`config.mk`:
```
export PLATFORM = sky130hd
export DESIGN_NAME = running_average_change_detector_unit
export DESIGN_NICKNAME = d
export VERILOG_FILES = /design/src/design/racd_pkg.sv /design/src/design/racd_front.sv /design/src/design/racd_back.sv /design/src/design/running_average_change_detector_unit.sv
export SDC_FILE = /design/constraint.sdc
export NUM_CORES = 2
export LEC_CHECK = 0
export BUFFER_PORTS_ARGS = -buffer_cell sky130_fd_sc_hd__buf_2
export CAP_MARGIN = 20
export CORE_ASPECT_RATIO = 1.25
export CORE_MARGIN = 3
export CORE_UTILIZATION = 35
export CTS_CLUSTER_DIAMETER = 30
export DETAILED_ROUTE_END_ITERATION = 7
export GPL_TIMING_DRIVEN = 0
export HOLD_SLACK_MARGIN = 0.12
export SKIP_CTS_REPAIR_TIMING = 1
export SLEW_MARGIN = 20
export SYNTH_ARGS = -nofsm -noshare
export SYNTH_HDL_FRONTEND = slang
export SYNTH_SLANG_ARGS = --single-unit
```
`constraint.sdc`:
```
create_clock -name clk -period 19.1 [get_ports clk]
set_input_delay 4.775 -clock clk [delete_from_list [all_inputs] [get_ports clk]]
set_output_delay 4.775 -clock clk [all_outputs]
set_load 0.005 [all_outputs]
```
`src/design/racd_pkg.sv`:
```
// Package for the running-average change detector.
// Shared types, register indexes and constants; no dependencies.
package racd_pkg;

  localparam int SAMPLE_W = 24;
  localparam int AVG_W    = 24;
  localparam int OUT_W    = 32;
  localparam int WEIGHT_W = 7;
  localparam int THRESH_W = 24;
  localparam int CFG_IDX_W = 2;
  localparam int CFG_DATA_W = 32;

  localparam logic [CFG_IDX_W-1:0] REG_WEIGHT     = 2'd0;
  localparam logic [CFG_IDX_W-1:0] REG_THRESHOLD  = 2'd1;
  localparam logic [CFG_IDX_W-1:0] REG_IS_PERCENT = 2'd2;

  localparam logic [WEIGHT_W-1:0] WEIGHT_RESET    = 7'd50;
  localparam logic [THRESH_W-1:0] THRESHOLD_RESET = 24'd10;

  localparam logic [6:0] DIVISOR = 7'd100;
  localparam int         OFFSET  = 10;

  // (x * RECIP25) >> RECIP25_SHIFT == x / 25 for x < 2^30
  localparam int                   RECIP25_W     = 30;
  localparam logic [RECIP25_W-1:0] RECIP25       = 30'd687194768;
  localparam int                   RECIP25_SHIFT = 34;

  // (x * RECIP100) >> RECIP100_SHIFT == x / 100 for x < 43690
  localparam int                    RECIP100_W     = 14;
  localparam logic [RECIP100_W-1:0] RECIP100       = 14'd10486;
  localparam int                    RECIP100_SHIFT = 20;

  typedef struct packed {
    logic [WEIGHT_W-1:0] weight_percent;
    logic [THRESH_W-1:0] change_threshold;
    logic                threshold_is_percent;
  } cfg_t;

endpackage

```
`src/design/racd_front.sv`:
```
// Front end: accepts sample transactions and holds them in a two-entry queue.
// Depends on racd_pkg.
module racd_front import racd_pkg::*; #(
  parameter int VALUE_BITS = 24
) (
  input  logic                  clk,
  input  logic                  rst,
  input  logic                  in_valid,
  output logic                  in_ready,
  input  logic [SAMPLE_W-1:0]   in_sample,
  output logic                  q_valid,
  input  logic                  q_pop,
  output logic [VALUE_BITS-1:0] q_sample
);

  logic [VALUE_BITS-1:0] mem [2];
  logic                  wr_ptr;
  logic                  rd_ptr;
  logic [1:0]            count;
  logic                  push;
  logic                  pop;

  assign in_ready = (count != 2'd2);
  assign q_valid  = (count != 2'd0);
  assign push     = in_valid && in_ready;
  assign pop      = q_pop && q_valid;
  assign q_sample = mem[rd_ptr];

  always_ff @(posedge clk) begin
    if (push) begin
      mem[wr_ptr] <= VALUE_BITS'(in_sample);
    end
  end

  always_ff @(posedge clk) begin
    if (rst) begin
      wr_ptr <= 1'b0;
      rd_ptr <= 1'b0;
      count  <= 2'd0;
    end else begin
      if (push) begin
        wr_ptr <= ~wr_ptr;
      end
      if (pop) begin
        rd_ptr <= ~rd_ptr;
      end
      case ({push, pop})
        2'b10:   count <= count + 2'd1;
        2'b01:   count <= count - 2'd1;
        default: count <= count;
      endcase
    end
  end

endmodule

```
`src/design/racd_back.sv`:
```
// Back end: running-average update, divide by 100 (reciprocal multiplication),
// change decision and output register. Depends on racd_pkg.
module racd_back import racd_pkg::*; #(
  parameter int VALUE_BITS = 24
) (
  input  logic                  clk,
  input  logic                  rst,
  input  cfg_t                  cfg,
  input  logic                  q_valid,
  output logic                  q_pop,
  input  logic [VALUE_BITS-1:0] q_sample,
  output logic                  out_valid,
  input  logic                  out_ready,
  output logic                  out_changed,
  output logic [AVG_W-1:0]      out_average
);

  localparam int SUM_W       = VALUE_BITS + 3;
  localparam int PROD_W      = VALUE_BITS + 1 + THRESH_W;
  localparam int HUND_W      = VALUE_BITS + 7;
  localparam int MQ_PROD_W   = VALUE_BITS + RECIP25_W;
  localparam int FRAC_W      = 2 * WEIGHT_W;
  localparam int FRAC_PROD_W = FRAC_W + RECIP100_W;
  localparam logic [VALUE_BITS-1:0] VALUE_MAX = '1;

  localparam logic [3:0] S_IDLE  = 4'd0;
  localparam logic [3:0] S_RECIP = 4'd1;
  localparam logic [3:0] S_REM   = 4'd2;
  localparam logic [3:0] S_FRAC  = 4'd3;
  localparam logic [3:0] S_QUOT  = 4'd4;
  localparam logic [3:0] S_ADD   = 4'd5;
  localparam logic [3:0] S_AXIS  = 4'd6;
  localparam logic [3:0] S_SCALE = 4'd7;
  localparam logic [3:0] S_DONE  = 4'd8;

  logic [3:0]            state;
  logic [VALUE_BITS-1:0] avg_reg;
  logic [VALUE_BITS-1:0] smp;
  logic [VALUE_BITS-1:0] mag;
  logic                  neg;
  logic [VALUE_BITS-1:0] mq;
  logic [6:0]            mr;
  logic [VALUE_BITS:0]   wq;
  logic [FRAC_W-1:0]     part;
  logic [VALUE_BITS:0]   quo;
  logic [VALUE_BITS-1:0] nw;
  logic [VALUE_BITS:0]   axis;
  logic [VALUE_BITS-1:0] dlt;
  logic [PROD_W-1:0]     prod;
  logic [HUND_W-1:0]     hund;

  logic [MQ_PROD_W-1:0]   mq_prod;
  logic [FRAC_PROD_W-1:0] frac_prod;
  logic signed [SUM_W-1:0] sum;
  logic signed [SUM_W-1:0] s_ext;
  logic signed [SUM_W-1:0] q_ext;
  logic [VALUE_BITS-1:0] gap;
  logic [VALUE_BITS-1:0] lo_raw;
  logic                  flag;
  logic                  out_load;

  assign q_pop    = (state == S_IDLE) && q_valid;
  assign out_load = (state == S_DONE) && (!out_valid || out_ready);

  // weight * mag / 100 = weight * (mag / 100) + weight * (mag % 100) / 100
  always_comb begin
    mq_prod   = MQ_PROD_W'(mag >> 2) * MQ_PROD_W'(RECIP25);
    frac_prod = FRAC_PROD_W'(part) * FRAC_PROD_W'(RECIP100);
  end

  always_comb begin
    s_ext = signed'(SUM_W'(smp));
    q_ext = signed'(SUM_W'(quo));
    sum   = neg ? (s_ext - q_ext) : (s_ext + q_ext);
  end

  always_comb begin
    if (nw > avg_reg) begin
      gap    = nw - avg_reg;
      lo_raw = avg_reg;
    end else begin
      gap    = avg_reg - nw;
      lo_raw = nw;
    end
  end

  always_comb begin
    if (cfg.threshold_is_percent) begin
      flag = (prod >= PROD_W'(DIVISOR)) && (prod < PROD_W'(hund));
    end else begin
      flag = (cfg.change_threshold != '0) &&
             (PROD_W'(dlt) > PROD_W'(cfg.change_threshold));
    end
  end

  always_ff @(posedge clk) begin
    if (rst) begin
      state     <= S_IDLE;
      avg_reg   <= '0;
      out_valid <= 1'b0;
    end else begin
      if (out_load) begin
        out_valid <= 1'b1;
      end else if (out_valid && out_ready) begin
        out_valid <= 1'b0;
      end
      unique case (state)
        S_IDLE: begin
          if (q_valid) begin
            state <= S_RECIP;
          end
        end
        S_RECIP: state <= S_REM;
        S_REM:   state <= S_FRAC;
        S_FRAC:  state <= S_QUOT;
        S_QUOT:  state <= S_ADD;
        S_ADD:   state <= S_AXIS;
        S_AXIS:  state <= S_SCALE;
        S_SCALE: state <= S_DONE;
        S_DONE: begin
          if (out_load) begin
            avg_reg <= nw;
            state   <= S_IDLE;
          end
        end
        default: state <= S_IDLE;
      endcase
    end
  end

  always_ff @(posedge clk) begin
    unique case (state)
      S_IDLE: begin
        smp <= q_sample;
        if (avg_reg >= q_sample) begin
          mag <= avg_reg - q_sample;
          neg <= 1'b0;
        end else begin
          mag <= q_sample - avg_reg;
          neg <= 1'b1;
        end
      end
      S_RECIP: begin
        mq  <= VALUE_BITS'(mq_prod >> RECIP25_SHIFT);
        neg <= neg && (cfg.weight_percent != '0);
      end
      S_REM: begin
        mr <= 7'(mag - ((mq << 6) + (mq << 5) + (mq << 2)));
        wq <= (VALUE_BITS + 1)'(cfg.weight_percent) * (VALUE_BITS + 1)'(mq);
      end
      S_FRAC: begin
        part <= FRAC_W'(cfg.weight_percent) * FRAC_W'(mr);
      end
      S_QUOT: begin
        quo <= wq + (VALUE_BITS + 1)'(frac_prod >> RECIP100_SHIFT);
      end
      S_ADD: begin
        if (sum < 0) begin
          nw <= '0;
        end else if (sum > signed'(SUM_W'(VALUE_MAX))) begin
          nw <= VALUE_MAX;
        end else begin
          nw <= VALUE_BITS'(sum);
        end
      end
      S_AXIS: begin
        axis <= (VALUE_BITS + 1)'(lo_raw) + (VALUE_BITS + 1)'(OFFSET)
              + (VALUE_BITS + 1)'(gap >> 1);
        dlt  <= gap - (gap >> 1);
      end
      S_SCALE: begin
        prod <= cfg.change_threshold * axis;
        hund <= (HUND_W'(dlt) << 6) + (HUND_W'(dlt) << 5) + (HUND_W'(dlt) << 2);
      end
      S_DONE: begin
        if (out_load) begin
          out_changed <= flag;
          out_average <= AVG_W'(nw);
        end
      end
      default: begin
        smp <= smp;
      end
    endcase
  end

endmodule

```
`src/design/running_average_change_detector_unit.sv`:
```
// Running-average change detector. Each sample transaction folds the sample into
// a stored running average, new = sample + trunc(weight * (old - sample) / 100),
// saturated to VALUE_BITS, and returns the new average with a flag that is set
// when the larger of old+10 and new+10 exceeds their midpoint plus the allowed
// deviation (threshold percent of the midpoint if that is at least 1, or the
// absolute threshold if nonzero). Samples are processed one at a time, through
// the back end's step sequence, the same for any VALUE_BITS: the divide by 100
// done by reciprocal multiplication over four steps, then the update, the
// midpoint, the threshold scaling and the output register. A two-entry input
// queue and an output register let both sides stall independently.
// Configuration writes are always ready.
// Depends on racd_pkg, racd_front, racd_back.
module running_average_change_detector_unit import racd_pkg::*; #(
  parameter int VALUE_BITS = 24
) (
  input  logic                  clk,
  input  logic                  rst,
  input  logic                  s_axis_tvalid,
  output logic                  s_axis_tready,
  input  logic [SAMPLE_W-1:0]   s_axis_tdata,   // [23:0] sample
  output logic                  m_axis_tvalid,
  input  logic                  m_axis_tready,
  output logic [OUT_W-1:0]      m_axis_tdata,   // [0] changed, [24:1] average, zero above
  input  logic                  cfg_valid,
  output logic                  cfg_ready,
  input  logic [CFG_IDX_W-1:0]  cfg_index,
  input  logic [CFG_DATA_W-1:0] cfg_data
);

  cfg_t                  cfg;
  logic                  q_valid;
  logic                  q_pop;
  logic [VALUE_BITS-1:0] q_sample;
  logic                  changed;
  logic [AVG_W-1:0]      average;

  assign cfg_ready = 1'b1;

  always_ff @(posedge clk) begin
    if (rst) begin
      cfg.weight_percent       <= WEIGHT_RESET;
      cfg.change_threshold     <= THRESHOLD_RESET;
      cfg.threshold_is_percent <= 1'b1;
    end else if (cfg_valid && cfg_ready) begin
      case (cfg_index)
        REG_WEIGHT:     cfg.weight_percent       <= cfg_data[WEIGHT_W-1:0];
        REG_THRESHOLD:  cfg.change_threshold     <= cfg_data[THRESH_W-1:0];
        REG_IS_PERCENT: cfg.threshold_is_percent <= cfg_data[0];
        default: ;
      endcase
    end
  end

  racd_front #(.VALUE_BITS(VALUE_BITS)) u_front (
    .clk       (clk),
    .rst       (rst),
    .in_valid  (s_axis_tvalid),
    .in_ready  (s_axis_tready),
    .in_sample (s_axis_tdata),
    .q_valid   (q_valid),
    .q_pop     (q_pop),
    .q_sample  (q_sample)
  );

  racd_back #(.VALUE_BITS(VALUE_BITS)) u_back (
    .clk         (clk),
    .rst         (rst),
    .cfg         (cfg),
    .q_valid     (q_valid),
    .q_pop       (q_pop),
    .q_sample    (q_sample),
    .out_valid   (m_axis_tvalid),
    .out_ready   (m_axis_tready),
    .out_changed (changed),
    .out_average (average)
  );

  assign m_axis_tdata = {(OUT_W - AVG_W - 1)'(0), average, changed};

endmodule
```
==> flow_summary.ini <==
[status]
status = finished, final reports clean

[worst_setup_path]
critPathLaunch = cfg[22]$_SDFFE_PP0P_
cp_slowest_cell = clkbuf_1
cp_max_fo = 10
start_kind = flop
crit_top_cell = fa_1
rr_startpoint = cfg[22]$_SDFFE_PP0P_
critPathKind = reg2reg
crit_chain = clkbuf_1 -> clkbuf_1 -> nand2_1 -> fa_1 -> fa_1 -> inv_1 -> fa_1 -> fa_1 -> fa_1 -> fa_1 -> inv_1 -> fa_1 -> inv_1 -> ha_1 -> a21oi_1 -> nand3b_1 -> a2111oi_0 -> a21oi_1 -> a21oi_1 -> nand4b_1 -> a41oi_1 -> o21ai_0 -> a21oi_1 -> xnor2_1
cp-end-kind = flop
crit_required_ns = 19.53
max_stage_delay_ns = 0.87
critPathCapture = u_back.prod[48]$_DFFE_PP_
worstReg2RegEnd = u_back.prod[48]$_DFFE_PP_
arrival_ns = 10.03
rr_worst_depth = 24
rrSetupSlack_ns = 9.50

[sta]
drv_slew = 0
clock_skew_ns = 0.0520
worst_pin_slew_ns = 1.19
rsz0062_at_grt = no
slew_headroom_pct = 20.4
period_minus_slack_ns = 9.60
finalSetupTns_ns = 0
fin_crit_sh_pct = 50.3
hold_viol = 0
fmax_ghz = 0.104
finalSetupViolations = 0

[synth]
ys_top_cells_by_area = fa_1 (28%), ha_1 (17%), edfxtp_1 (17%)
synth_cell_types = 99
yosysWarnings = 0
synth_top_area_share_pct = 27.8
ys_async_sr_fraction_pct = 0
synth-seq-cells = 426
synth_cells = 6633
synth_top_cell_by_area = fa_1
avgSynthCellArea_um2 = 9.59
syn_area_um2 = 63600
synth-seq-area-share_pct = 19.1
synth_edf_count = 360
synth_ff_type = edfxtp_1

[placed_design]
hpwlAfterDp_um = 159000
port_buffers = 80
gp_congestion = 0.935

[floorplan]
dieHeight_um = 483
start_util_pct = 35.3
io_pins = 98
dieArea_um2 = 187000
rows = 174
core_um2 = 180000
dieWidth_um = 387

[layout]
regArea_um2 = 12100
layout_commonest_cell = inv_1
nets = 8681
area_growth_pct = 11.5
largest_reg_flops = 48
final_cell_mix = inv_1 (1381), ha_1 (887), fa_1 (882), nand2_1 (640), and2_1 (405)
largest-register = u_front.mem
reg.largest.list = u_front.mem x48, u_back.prod x47, cfg x32
drive_gt1_share_pct = 5.39
multi_input_area_um2 = 45400
fillers = 17900

[grt]
grt-ovfl-total = 0
grt_antenna_before_repair = 21
grt_pass1_vias = 50000
grt_max_degree = 27
grt_usage_pct = 20.6
grt_pass1_wl_um = 295000

[drt]
drt-initial-drc-count = 2869
ant_nets = 0
routed_wl_um = 189000
drc_errors = 0
routedWlPerCell_um = 20.3
viasPerCell = 5.02
dr.pass1.iters = 6
vias = 46800

[hold_path]
hold_class = reg2reg

[cts]
cts.clk_slew.worst_paths_ns = 0.05
cts_tree = built
cts.sinks = 426
htreeDepth = 3
clock_tree.root_cell = clkbuf_16
ctsLongestPathBuffers = 3
clock_latency_ns = 0.71
cts_buffers = 102

[job]
max_cap_violations = 0
-- per-layer routing --
| layer | part of all wire, % | vias to the layer above | GRT usage, % |
|---|---|---|---|
| li1 | - | 21700 | - |
| met1 | 40 | 23300 | 24.9 |
| met2 | 49 | 1302 | 35.9 |
| met3 | 5.5 | 415 | 3.39 |
| met4 | 5.3 | 16 | 9.57 |
| met5 | 0.048 | - | 0 |
-- stage by stage --
| step | std cells | area (um2) | hold slack (ns) | utilization (%) | setup slack, ns |
|---|---|---|---|---|---|
| 6_report | 9318 | 70900 | 0.491 | 39.3 | 9.50 |
| 4_1_cts | 9311 | 70900 | 0.490 | 39.3 | 9.70 |
| 3_3_place_gp | 9095 | 67000 | 0.481 | 37.2 | 9.48 |
| 2_1_floorplan | 6639 | 63600 | 0.400 | - | 11.69 |
| 3_5_place_dp | 9121 | 67300 | 0.479 | 37.4 | 9.75 |
| 5_1_grt | 9311 | 70900 | 0.492 | 39.3 | 9.17 |
-- worst min-delay path by stage --
stage,start,endpoint,slack (ns),depth (start not counted)
after CTS,u_back.mag[1]$_DFFE_PP_,u_back.mr[1]$_DFFE_PP_,0.49,0
final,u_back.mag[1]$_DFFE_PP_,u_back.mr[1]$_DFFE_PP_,0.49,0
after detailed placement,u_back.mag[1]$_DFFE_PP_,u_back.mr[1]$_DFFE_PP_,0.48,0
after global placement,u_front.count[1]$_SDFFE_PP0P_,u_front.count[1]$_SDFFE_PP0P_,0.48,2
after global routing,u_back.mag[1]$_DFFE_PP_,u_back.mr[1]$_DFFE_PP_,0.49,0
after floorplan,u_back.mag[0]$_DFFE_PP_,u_back.mr[0]$_DFFE_PP_,0.40,0
-- logic make-up (layout without fill, tap and decap cells) --
family / count (synthesis) / in the layout / synth area share, %
fa+ha+maj: 1769 / 1769 / 45.2
buf+inv: 1617 / 1913 / 9.69
simple gates: 1600 / 1600 / 12.3
compound gates: 899 / 899 / 9.11
flops: 426 / 426 / 19.1
xor+xnor: 253 / 253 / 3.48
mux: 67 / 67 / 1.09
other cells: 2 / 15 / 0.0118
-- worst max-delay path: cells and delay by family, from the launching register on --
family	cells	cell delay [ns]
DFF	1	0.30
AOI/OAI and AO/OA	7	2.27
buffers and inverters	5	1.82
xor gates and xnor gates	1	0.10
and+or+nand+nor	3	0.61
adders and majority gates	8	4.18
-- cell type report --
class	instances	share of cell area [%]
plain buffers	235	1.38
clock inverters	74	1.27
multi-input cells	4596	64.0
clock buffers	116	3.78
repair buffers	106	0.958
flip-flops and latches	426	17.1
inverters	1382	7.31
diodes	7	0.0247
well taps	2376	4.19
-- Yosys cell counts (18+ instances only) --
cell / instances
a211o_1: 19
a211oi_1: 24
a21o_1: 86
a21oi_1: 322
a31oi_1: 21
and2_1: 405
and3_1: 25
clkbuf_1: 193
dfxtp_1: 66
edfxtp_1: 360
fa_1: 882
ha_1: 887
inv_1: 1381
mux2i_1: 53
nand2_1: 640
nand2b_1: 46
nand3_1: 55
nand4_1: 37
nor2_1: 201
nor2b_1: 53
nor3_1: 52
nor4_1: 27
o21a_1: 55
o21ai_0: 155
o21bai_1: 38
or3_1: 18
xnor2_1: 183
xor2_1: 70
Power is left out: the tool's default activity adds up to more than one toggle a clock period on the data nets, which glitch-free logic cannot reach.
